`src/rtl/ejt_pkg.sv`:
```
// Shared types and constants of the EUC-JP transcoder.
`default_nettype none
package ejt_pkg;

    localparam int RUN_MAX = 5;

    localparam logic [1:0] CFG_OUTPUT_MODE = 2'd0;
    localparam logic [1:0] CFG_KANJI_FINAL = 2'd1;
    localparam logic [1:0] CFG_ASCII_FINAL = 2'd2;

    localparam logic [6:0] FINAL_RESET = 7'd66;

    localparam logic [7:0] SS2_BYTE  = 8'h8E;
    localparam logic [7:0] ESC_BYTE  = 8'h1B;
    localparam logic [7:0] MID_KANJI = 8'h24;
    localparam logic [7:0] MID_ASCII = 8'h28;
    localparam logic [7:0] NUL_BYTE  = 8'h00;

    localparam logic [1:0] PEND_NONE  = 2'd0;
    localparam logic [1:0] PEND_SS2   = 2'd1;
    localparam logic [1:0] PEND_KANJI = 2'd2;

    // One run is every output word caused by one input word, first word in slot 0.
    typedef struct packed {
        logic [2:0]                len;
        logic [RUN_MAX-1:0][7:0]   bytes;
    } t_run;

endpackage
`default_nettype wire

```
`src/rtl/euc_jp_transcoder_core.sv`:
```
// Top level of the EUC-JP to JIS / Shift-JIS transcoder.
//
//  channel   direction  handshake                 payload
//  input     in         i_in_valid / o_in_stall   i_in_byte
//  output    out        o_out_valid / i_out_stall o_out_byte, o_out_last_of_run
//  config    in         i_cfg_we                  i_cfg_index, i_cfg_data
//
// An input word is taken whenever the input is not stalled; its run of zero to five
// output words leaves the output register at one word per cycle while i_out_stall is low.
// Input stalls only when the run queue (QUEUE_DEPTH runs) is full, so runs with
// escape sequences throttle the input while the sequencer drains them.
// Synchronous active-low reset clears the lead state, the queue and the output
// register, and returns the configuration to JIS mode with final byte 'B'.
`default_nettype none
module euc_jp_transcoder_core
    import ejt_pkg::*;
#(
    parameter int QUEUE_DEPTH = 4
) (
    input  wire logic       i_clk,
    input  wire logic       i_rst_n,
    input  wire logic       i_cfg_we,
    input  wire logic [1:0] i_cfg_index,
    input  wire logic [6:0] i_cfg_data,
    input  wire logic       i_in_valid,
    output logic            o_in_stall,
    input  wire logic [7:0] i_in_byte,
    output logic            o_out_valid,
    input  wire logic       i_out_stall,
    output logic [7:0]      o_out_byte,
    output logic            o_out_last_of_run
);

    logic in_accept;
    logic push;
    logic pop;
    logic full;
    logic empty;
    t_run run;
    t_run head;

    assign o_in_stall = full;
    assign in_accept  = i_in_valid && !full;

    ejt_front u_front (
        .i_clk       (i_clk),
        .i_rst_n     (i_rst_n),
        .i_cfg_we    (i_cfg_we),
        .i_cfg_index (i_cfg_index),
        .i_cfg_data  (i_cfg_data),
        .i_accept    (in_accept),
        .i_byte      (i_in_byte),
        .o_push      (push),
        .o_run       (run)
    );

    ejt_queue #(
        .DEPTH (QUEUE_DEPTH)
    ) u_queue (
        .i_clk   (i_clk),
        .i_rst_n (i_rst_n),
        .i_push  (push),
        .i_run   (run),
        .i_pop   (pop),
        .o_full  (full),
        .o_empty (empty),
        .o_head  (head)
    );

    ejt_back u_back (
        .i_clk       (i_clk),
        .i_rst_n     (i_rst_n),
        .i_empty     (empty),
        .i_head      (head),
        .o_pop       (pop),
        .i_out_stall (i_out_stall),
        .o_out_valid (o_out_valid),
        .o_out_byte  (o_out_byte),
        .o_out_last  (o_out_last_of_run)
    );

endmodule
`default_nettype wire

```
`src/rtl/ejt_front.sv`:
```
// Front end: configuration, lead-byte state and building of output runs.
`default_nettype none
module ejt_front
    import ejt_pkg::*;
(
    input  wire logic       i_clk,
    input  wire logic       i_rst_n,
    input  wire logic       i_cfg_we,
    input  wire logic [1:0] i_cfg_index,
    input  wire logic [6:0] i_cfg_data,
    input  wire logic       i_accept,
    input  wire logic [7:0] i_byte,
    output logic            o_push,
    output t_run            o_run
);

    logic       r_mode;
    logic [6:0] r_kanji_final;
    logic [6:0] r_ascii_final;
    logic [7:0] r_held_lead;
    logic [1:0] r_pending;
    logic       r_kanji_des;

    logic [7:0] n_held_lead;
    logic [1:0] n_pending;
    logic       n_kanji_des;

    logic [6:0] c1;
    logic [6:0] c2;
    logic [7:0] dif;
    logic [7:0] half;
    logic [7:0] s1;
    logic [7:0] s2;

    // Shift-JIS arithmetic; the halving truncates toward zero for low leads.
    always_comb begin
        c1   = r_held_lead[6:0];
        c2   = i_byte[6:0];
        dif  = {1'b0, c1} - 8'h21 + {7'd0, (c1 < 7'h21)};
        half = {dif[7], dif[7:1]};
        s1   = half + ((c1 <= 7'h5E) ? 8'h81 : 8'hC1);
        if (c1[0]) begin
            s2 = {1'b0, c2} + ((c2 <= 7'h5F) ? 8'h1F : 8'h20);
        end else begin
            s2 = {1'b0, c2} + 8'h7E;
        end
    end

    always_comb begin
        n_held_lead = r_held_lead;
        n_pending   = r_pending;
        n_kanji_des = r_kanji_des;
        o_run       = '0;
        if (i_byte == NUL_BYTE) begin
            if (!r_mode && r_kanji_des) begin
                o_run.bytes[0] = ESC_BYTE;
                o_run.bytes[1] = MID_ASCII;
                o_run.bytes[2] = {1'b0, r_ascii_final};
                o_run.bytes[3] = NUL_BYTE;
                o_run.len      = 3'd4;
            end else begin
                o_run.bytes[0] = NUL_BYTE;
                o_run.len      = 3'd1;
            end
            n_held_lead = '0;
            n_pending   = PEND_NONE;
            n_kanji_des = 1'b0;
        end else if (r_pending == PEND_SS2) begin
            o_run.bytes[0] = i_byte | 8'h80;
            o_run.len      = 3'd1;
            n_held_lead    = '0;
            n_pending      = PEND_NONE;
        end else if (r_pending == PEND_KANJI) begin
            if (r_mode) begin
                o_run.bytes[0] = s1;
                o_run.bytes[1] = s2;
                o_run.len      = 3'd2;
            end else if (!r_kanji_des) begin
                o_run.bytes[0] = ESC_BYTE;
                o_run.bytes[1] = MID_KANJI;
                o_run.bytes[2] = {1'b0, r_kanji_final};
                o_run.bytes[3] = {1'b0, c1};
                o_run.bytes[4] = {1'b0, c2};
                o_run.len      = 3'd5;
                n_kanji_des    = 1'b1;
            end else begin
                o_run.bytes[0] = {1'b0, c1};
                o_run.bytes[1] = {1'b0, c2};
                o_run.len      = 3'd2;
            end
            n_held_lead = '0;
            n_pending   = PEND_NONE;
        end else if (i_byte == SS2_BYTE) begin
            n_held_lead = i_byte;
            n_pending   = PEND_SS2;
        end else if (i_byte[7]) begin
            n_held_lead = i_byte;
            n_pending   = PEND_KANJI;
        end else begin
            n_pending = PEND_NONE;
            if (!r_mode && r_kanji_des) begin
                o_run.bytes[0] = ESC_BYTE;
                o_run.bytes[1] = MID_ASCII;
                o_run.bytes[2] = {1'b0, r_ascii_final};
                o_run.bytes[3] = i_byte;
                o_run.len      = 3'd4;
                n_kanji_des    = 1'b0;
            end else begin
                o_run.bytes[0] = i_byte;
                o_run.len      = 3'd1;
            end
        end
    end

    assign o_push = i_accept && (o_run.len != 3'd0);

    always_ff @(posedge i_clk) begin
        if (!i_rst_n) begin
            r_mode        <= 1'b0;
            r_kanji_final <= FINAL_RESET;
            r_ascii_final <= FINAL_RESET;
            r_held_lead   <= '0;
            r_pending     <= PEND_NONE;
            r_kanji_des   <= 1'b0;
        end else begin
            if (i_cfg_we) begin
                case (i_cfg_index)
                    CFG_OUTPUT_MODE: r_mode        <= i_cfg_data[0];
                    CFG_KANJI_FINAL: r_kanji_final <= i_cfg_data;
                    CFG_ASCII_FINAL: r_ascii_final <= i_cfg_data;
                    default: ;
                endcase
            end
            if (i_accept) begin
                r_held_lead <= n_held_lead;
                r_pending   <= n_pending;
                r_kanji_des <= n_kanji_des;
            end
        end
    end

endmodule
`default_nettype wire

```
`src/rtl/ejt_queue.sv`:
```
// Short run queue between the front end and the output sequencer.
`default_nettype none
module ejt_queue
    import ejt_pkg::*;
#(
    parameter int DEPTH = 4
) (
    input  wire logic i_clk,
    input  wire logic i_rst_n,
    input  wire logic i_push,
    input  t_run      i_run,
    input  wire logic i_pop,
    output logic      o_full,
    output logic      o_empty,
    output t_run      o_head
);

    localparam int PW = (DEPTH > 1) ? $clog2(DEPTH) : 1;
    localparam int CW = $clog2(DEPTH + 1);
    localparam logic [PW-1:0] LAST_SLOT = PW'(DEPTH - 1);
    localparam logic [CW-1:0] FULL_CNT  = CW'(DEPTH);

    t_run          r_mem [DEPTH];
    logic [PW-1:0] r_wr_ptr;
    logic [PW-1:0] r_rd_ptr;
    logic [CW-1:0] r_count;

    assign o_full  = (r_count == FULL_CNT);
    assign o_empty = (r_count == '0);
    assign o_head  = r_mem[r_rd_ptr];

    always_ff @(posedge i_clk) begin
        if (i_push) begin
            r_mem[r_wr_ptr] <= i_run;
        end
    end

    always_ff @(posedge i_clk) begin
        if (!i_rst_n) begin
            r_wr_ptr <= '0;
            r_rd_ptr <= '0;
            r_count  <= '0;
        end else begin
            if (i_push) begin
                r_wr_ptr <= (r_wr_ptr == LAST_SLOT) ? '0 : r_wr_ptr + 1'b1;
            end
            if (i_pop) begin
                r_rd_ptr <= (r_rd_ptr == LAST_SLOT) ? '0 : r_rd_ptr + 1'b1;
            end
            case ({i_push, i_pop})
                2'b10:   r_count <= r_count + 1'b1;
                2'b01:   r_count <= r_count - 1'b1;
                default: r_count <= r_count;
            endcase
        end
    end

`ifndef SYNTH
    a_no_push_full: assert property (@(posedge i_clk) disable iff (!i_rst_n)
        i_push |-> !o_full)
        else $error("run pushed into a full queue");
    a_no_pop_empty: assert property (@(posedge i_clk) disable iff (!i_rst_n)
        i_pop |-> !o_empty)
        else $error("run popped from an empty queue");
    a_count_bound: assert property (@(posedge i_clk) disable iff (!i_rst_n)
        r_count <= FULL_CNT)
        else $error("queue count beyond depth");
`endif

endmodule
`default_nettype wire

```
`src/rtl/ejt_back.sv`:
```
// Output sequencer: walks the head run one word per cycle into the output register, unless the output is stalled.
`default_nettype none
module ejt_back
    import ejt_pkg::*;
(
    input  wire logic       i_clk,
    input  wire logic       i_rst_n,
    input  wire logic       i_empty,
    input  t_run            i_head,
    output logic            o_pop,
    input  wire logic       i_out_stall,
    output logic            o_out_valid,
    output logic [7:0]      o_out_byte,
    output logic            o_out_last
);

    logic       r_out_valid;
    logic [7:0] r_out_byte;
    logic       r_out_last;
    logic [2:0] r_pos;

    logic load;
    logic at_end;

    assign load   = !i_empty && (!r_out_valid || !i_out_stall);
    assign at_end = (r_pos == (i_head.len - 3'd1));
    assign o_pop  = load && at_end;

    assign o_out_valid = r_out_valid;
    assign o_out_byte  = r_out_byte;
    assign o_out_last  = r_out_last;

    always_ff @(posedge i_clk) begin
        if (load) begin
            r_out_byte <= i_head.bytes[r_pos];
            r_out_last <= at_end;
        end
    end

    always_ff @(posedge i_clk) begin
        if (!i_rst_n) begin
            r_out_valid <= 1'b0;
            r_pos       <= '0;
        end else begin
            if (load) begin
                r_out_valid <= 1'b1;
                r_pos       <= at_end ? 3'd0 : r_pos + 3'd1;
            end else if (!i_out_stall) begin
                r_out_valid <= 1'b0;
            end
        end
    end

`ifndef SYNTH
    a_pos_in_run: assert property (@(posedge i_clk) disable iff (!i_rst_n)
        !i_empty |-> (r_pos < i_head.len))
        else $error("word position past the end of the head run");
    a_pos_idle: assert property (@(posedge i_clk) disable iff (!i_rst_n)
        i_empty |-> (r_pos == 3'd0))
        else $error("word position left mid-run with no run queued");
`endif

endmodule
`default_nettype wire

```
`config.mk`:
```
export PLATFORM = sky130hd
export DESIGN_NAME = euc_jp_transcoder_core
export DESIGN_NICKNAME = d
export VERILOG_FILES = /design/src/rtl/ejt_pkg.sv /design/src/rtl/euc_jp_transcoder_core.sv /design/src/rtl/ejt_front.sv /design/src/rtl/ejt_queue.sv /design/src/rtl/ejt_back.sv
export SDC_FILE = /design/constraint.sdc
export NUM_CORES = 1
export LEC_CHECK = 0
export ABC_AREA = 0
export BUFFER_PORTS_ARGS = -buffer_cell sky130_fd_sc_hd__buf_2
export CAP_MARGIN = 40
export CORE_MARGIN = 1.5
export CORE_UTILIZATION = 48
export CTS_BUF_LIST = sky130_fd_sc_hd__clkbuf_4 sky130_fd_sc_hd__clkbuf_8 sky130_fd_sc_hd__clkbuf_16
export DETAILED_ROUTE_END_ITERATION = 10
export PLACE_DENSITY = 0.78
export SLEW_MARGIN = 15
export SYNTH_ARGS = -nofsm -noshare
export SYNTH_HDL_FRONTEND = slang
export SYNTH_SLANG_ARGS = --single-unit
```
`constraint.sdc`:
```
create_clock -name i_clk -period 3.7 [get_ports i_clk]
set_input_delay 0.37 -clock i_clk [delete_from_list [all_inputs] [get_ports i_clk]]
set_output_delay 0.37 -clock i_clk [all_outputs]
set_load 0.005 [all_outputs]
```
Word level (Yosys, flattened, before mapping)
Memory sizes are Yosys's and may differ from the RTL's. A register that Yosys moved wholly into a read port is not among the register bits.
Cells that the tools add are included.
{"block": "classes", "n_reduce_logical": 23, "eq_ne": 16, "order_cmp": 4, "addsub": 11, "muxes": 56}
{"operator": "two-way mux 32 bit", "n": 4}
{"operator": "two-way mux 7 bit", "n": 7}
{"operator": "two-way mux 23 bit", "n": 2}
{"operator": "two-way mux 8 bit", "n": 5}
{"operator": "two-way mux 31 bit", "n": 1}
{"operator": "two-way mux 15 bit", "n": 2}
{"operator": "two-way mux 3 bit", "n": 9}
{"operator": "binary-select mux 8 bit (select 3 bit)", "n": 1}
{"operator": "two-way mux 24 bit", "n": 1}
{"operator": "two-way mux 2 bit", "n": 9}
{"operator": "two-way mux 16 bit", "n": 1}
{"operator": "<= comparator 7 bit (second input constant)", "n": 2}
{"operator": "two-way mux 1 bit", "n": 11}
{"operator": "== test 2 bit (second input constant)", "n": 5}
{"operator": "adder 7 x 7 -> 8 bit (second input constant)", "n": 1}
{"operator": "adder 7 x 8 -> 8 bit", "n": 1}
{"operator": "adder 8 x 1 -> 8 bit", "n": 1}
{"operator": "adder 8 bit", "n": 1}
{"operator": "== test 8 bit (second input constant)", "n": 1}
{"operator": "logical NOT 8 bit", "n": 1}
{"operator": "AND reduction 2 bit", "n": 4}
{"operator": "subtractor 7 x 6 -> 8 bit (second input constant)", "n": 1}
{"operator": "less-than comparator 7 x 6 -> 1 bit (second input constant)", "n": 1}
{"operator": "adder 3 x 1 -> 3 bit (second input constant)", "n": 2}
{"operator": "21 further kinds", "n": 36}
{"block": "word_totals", "mem_bits_rw": 172, "wordCells": 124, "input_bits": 22, "memories": 1, "register_bits": 45}
{"memory": "u_queue.r_mem", "depth": 4, "word_bits": 43, "rd": 1, "rd_ports_with_merged_regs": 1, "write_ports": 1, "line_no": "ejt_queue.sv:23", "rtl": "t_run r_mem [DEPTH];"}

Logic depth before layout (Yosys ltp)
{"block": "logic_depth", "depth_word": 12, "ltp_mapped": 17, "depth_no_buf": 13}

Hierarchy
Synthesis repeated with hierarchy kept, for this count alone.
{"block": "unflattened", "cells_unflattened": 691, "hier_area_um2": 10207.3}
{"mod": "ejt_queue", "instances": 1, "seq_area_each_um2": 5345.1, "area_per_inst_um2": 6723.9, "cells_per_inst": 272}
{"mod": "ejt_front", "instances": 1, "seq_area_each_um2": 500.5, "area_per_inst_um2": 2610.0, "cells_per_inst": 347}
{"mod": "ejt_back", "instances": 1, "seq_area_each_um2": 350.3, "area_per_inst_um2": 859.6, "cells_per_inst": 71}
{"mod": "euc_jp_transcoder_core", "instances": 1, "seq_area_each_um2": 0.0, "area_per_inst_um2": 13.8, "cells_per_inst": 1}

Worst setup path before layout
Ideal clock, no wire load.
{"block": "synth_timing", "path_kind": "register to register", "startpoint": "reg (tool-made name)", "endpoint": "reg u_queue.r_count[2]", "path_stages_with_launch": 17, "path_buffers": 4, "t_required_ps": 3624, "setup_slack_ps": -91, "arrival_ps": 3716, "setup_time_ps": 76, "synth_period_minus_slack_ps": 3791, "cell_sequence": "dfxtp_1 -> clkbuf_1 -> buf_2 -> buf_2 -> mux4_2 -> inv_1 -> ha_1 -> xnor2_1 -> nor3_1 -> and2_1 -> clkbuf_1 -> ha_1 -> inv_1 -> fa_1 -> xor2_1 -> or3_1 -> a21boi_0"}
{"item": "end signal: assignment", "line_no": "ejt_queue.sv:51", "rtl": "2'b10: r_count <= r_count + 1'b1;"}
{"item": "end signal: assignment", "line_no": "ejt_queue.sv:52", "rtl": "2'b01: r_count <= r_count - 1'b1;"}
{"item": "end signal: assignment", "line_no": "ejt_queue.sv:53", "rtl": "default: r_count <= r_count;"}
{"item": "end: declaration", "line_no": "ejt_queue.sv:26", "rtl": "logic [CW-1:0] r_count;"}

==> key figures <==
Status
  • Status: finished clean

Timing
  • Unrepaired setup endpoints after global routing: false
  • Sum Neg Setup Slack: 0 ps
  • Worst slew pin tran: 929 ps
  • Final hold vios: 0
  • Clock Skews: 14.1 ps
  • Setup-failing EPs final: 0
  • Final Cycle Share: 87.3%
  • Final worst path period need: about 3200 ps
  • Achievable Freq: 310 MHz
  • Slew HR: approximately 38%
  • Final Max Tran Viols: 0

Logic synthesis
  • Number of synthesized flops with an enable pin: roughly 170
  • Number of synthesized register bits: roughly 210
  • Post-Syn Instances: ~720
  • Top_reg_cell synth: edfxtp_1
  • Cell Area, Synth: 0.00970 mm^2
  • Synth warn: 0
  • Top-area cell type share of the netlist area: 52.3%
  • Seq/Total Area, Yosys: 60.1%
  • Area contributors post-synth: edfxtp_1 52%, mux4_2 9.3%, dfxtp_1 7.8%
  • Async SR Flop Fraction: 0%
  • Top-count cell post-synth: edfxtp_1
  • Syn_nets: 767
  • Avg Inst Size Synth: 13.4 um^2
  • Yosys cell types: 57
  • Top cells by count, synth: 169 x edfxtp_1, 53 x nor2_1, 48 x nand2_1, 40 x mux4_2, 39 x clkbuf_1
  • Synth area leader: edfxtp_1

Setup path
  • CP max stage delay: 550 ps
  • CP max FO: 10
  • Worst setup EP type: register
  • Critical path type: register to register
  • CP Launch Type: register
  • Critical path data arrival time: between 3000 and 4000 ps
  • CP cell instances: or4_1, a21oi_1, nor2_1, ha_1, nor4b_1, nand2b_1, xnor2_1, o41ai_1, xor2_1, o21ai_0, buf_4
  • Critical path's slowest cell: or4_1
  • CP required: 3950 ps

Drt
  • Final Routed Wirelength: 20200 um
  • Via count: 5966
  • Drc violations: 0
  • Via-to-Cell Ratio: 5.81
  • ANT nets after route: 0
  • Drt pass-1 iters: 6
  • Iter 0 DRT Violations: 649
  • Wirelength per Cell: 19.6 um

Layout
  • Synth-to-Final Area Change: 12.5%
  • Nets@finish: 791
  • N_diodes: 0
  • Post-layout util: 55.5%
  • Layout cells sized above 1: 19.0%

Die
  • I/O pins: 33
  • Die Footprint: 0.0211 mm^2
  • Core ar.: 0.0197 mm^2
  • Starting density of the core: 49.4%
  • Die height: ~150 um
  • Row count: 51
  • DIE WIDTH: 145 um

Global routing
  • Initial antenna violation count: 0
  • Tot GR Track Use: 19.2%
  • Number of global-route vias before repair: 5802
  • First-pass GRT wire length: 32200 um
  • GRT overflow: 0
  • Largest net degree at the start of global routing: 41

Pwr
  • Pleak: 0.00372 uW
  • P per Cell Area: 513 mW/mm^2
  • Worst VDD drop: around 0.00035 V
  • Total Power: 5590 uW

Clock tree
  • Clock Root Buffer: clkbuf_16
  • Clock latency on the worst-skew pair: 500 ps
  • Clock transition at the registers of the reported paths: 60 ps
  • Inserted Clock Buffers: 22
  • CTS resizes: 0
  • CTS tree: built
  • Max Root-Sink Buffers: 3
  • # Post-CTS Setup Buffers: 0
  • Clock H-tree levels: 1
  • Clk sink count: around 210
  • Cts hold-fix bufs: 0

Min path
  • HP Class: input pin to register

Place
  • Number of port buffers: 32
  • Final GP Congestion: 0.950
  • Hpwl dp: approximately 13000 um

Flow run
  • Max_cap viols: 0
-- critical path: cells and delay by family (launching register included) --
| family | cells | cell delay (ps) |
|---|---|---|
| adders and majority gates | 1 | 220 |
| buffers and inverters | 1 | 200 |
| AOI/OAI and AO/OA | 3 | 780 |
| DFF | 1 | 420 |
| xor gates and xnor gates | 2 | 400 |
| and+or+nand+nor | 4 | 950 |
-- power breakdown --
group	total [uW]	switching, uW	leakage [uW]	internal, uW
combinational	741	423	0.00153	319
clock	2180	880	0.000353	1300
sequential	2680	40.2	0.00183	2640
total	5590	1340	0.00372	4250
-- layout make-up --
type,instances,area (um^2)
timing repair buffer,54,375
sequential,207,5840
clock buffer,26,598
clock inverter,14,121
inverter,19,71.3
multi-input combinational,442,3580
fill,1587,8740
tap,265,332
-- layout by cell type (no fill, tap or decap), types with 5 or more instances in the layout --
cell       instances
clkinv_1           7
buf_4             18
mux2i_1           36
dfxtp_1           36
inv_1             18
and2_1             7
a22o_1             9
buf_2             32
edfxtp_1         169
a21oi_1           23
clkbuf_16         23
o21ai_0           31
nor2b_1           19
xnor2_1           16
nor2_1            53
nand3_1           11
a22oi_1            7
a21o_1             7
nand4_1            5
ha_1              21
nand2b_1          11
a21boi_0          12
nor3_1            12
xor2_1             5
mux4_2            40
nand2_1           48
or3_1              6
-- cells by family after synthesis --
kind of cell / after synthesis / share of synthesized area (%)
and+or+nand+nor: 200 / 10.4
DFF: 207 / 60.1
muxes: 78 / 13.2
adders and majority gates: 23 / 3.12
xor gates and xnor gates: 21 / 1.90
buffers and inverters: 73 / 3.06
AOI/OAI and AO/OA: 120 / 8.17
-- through the flow --
stage                     hold slack [ps]  instances  instance area (um^2)  setup WS, ps
after floorplan                       445        722                  9710          5.23
after global placement                460        987                 10200           554
after detailed placement              477        987                 10200           519
after CTS                             105       1027                 10900           476
after global routing                  123       1027                 10900           219
final                                 113       1027                 10900           469
-- final timing paths --
| path | startpoint | slack, ps | to | depth (start not counted) |
|---|---|---|---|---|
| worst max-delay path | u_front.r_held_lead[2] | 470 | u_queue.r_mem[0][7] | 11 |
| worst min-delay path | i_cfg_data[6] | 110 | u_front.r_ascii_final[6] | 3 |
| worst max register to register | u_front.r_held_lead[2] | 470 | u_queue.r_mem[0][7] | 11 |
| worst min register to register | u_front.r_pending[0] | 480 | u_front.r_pending[0] | 2 |
-- state kept, by name (all words and copies together) (netlist names), named ones only --
signal,flops
u_queue.r_count,3
u_front.r_mode,1
u_queue.r_mem,160
u_queue.r_wr_ptr,2
u_front.r_kanji_final,7
u_front.r_pending,2
u_back.o_out_last,1
u_front.r_ascii_final,7
u_back.o_out_valid,1
u_front.r_held_lead,7
u_back.r_pos,3
u_front.r_kanji_des,1
u_back.o_out_byte,8
u_queue.r_rd_ptr,2
-- metal layers --
metal  GRT usage, %  up-vias  wire (um)
met3           3.49       35       1600
met2           31.2      239       9640
li1               -     2770          -
met1           27.3     2922       8570
met5              0        -          0
met4           4.13        0        352
Note: power is estimated with default switching activity, not from simulation.
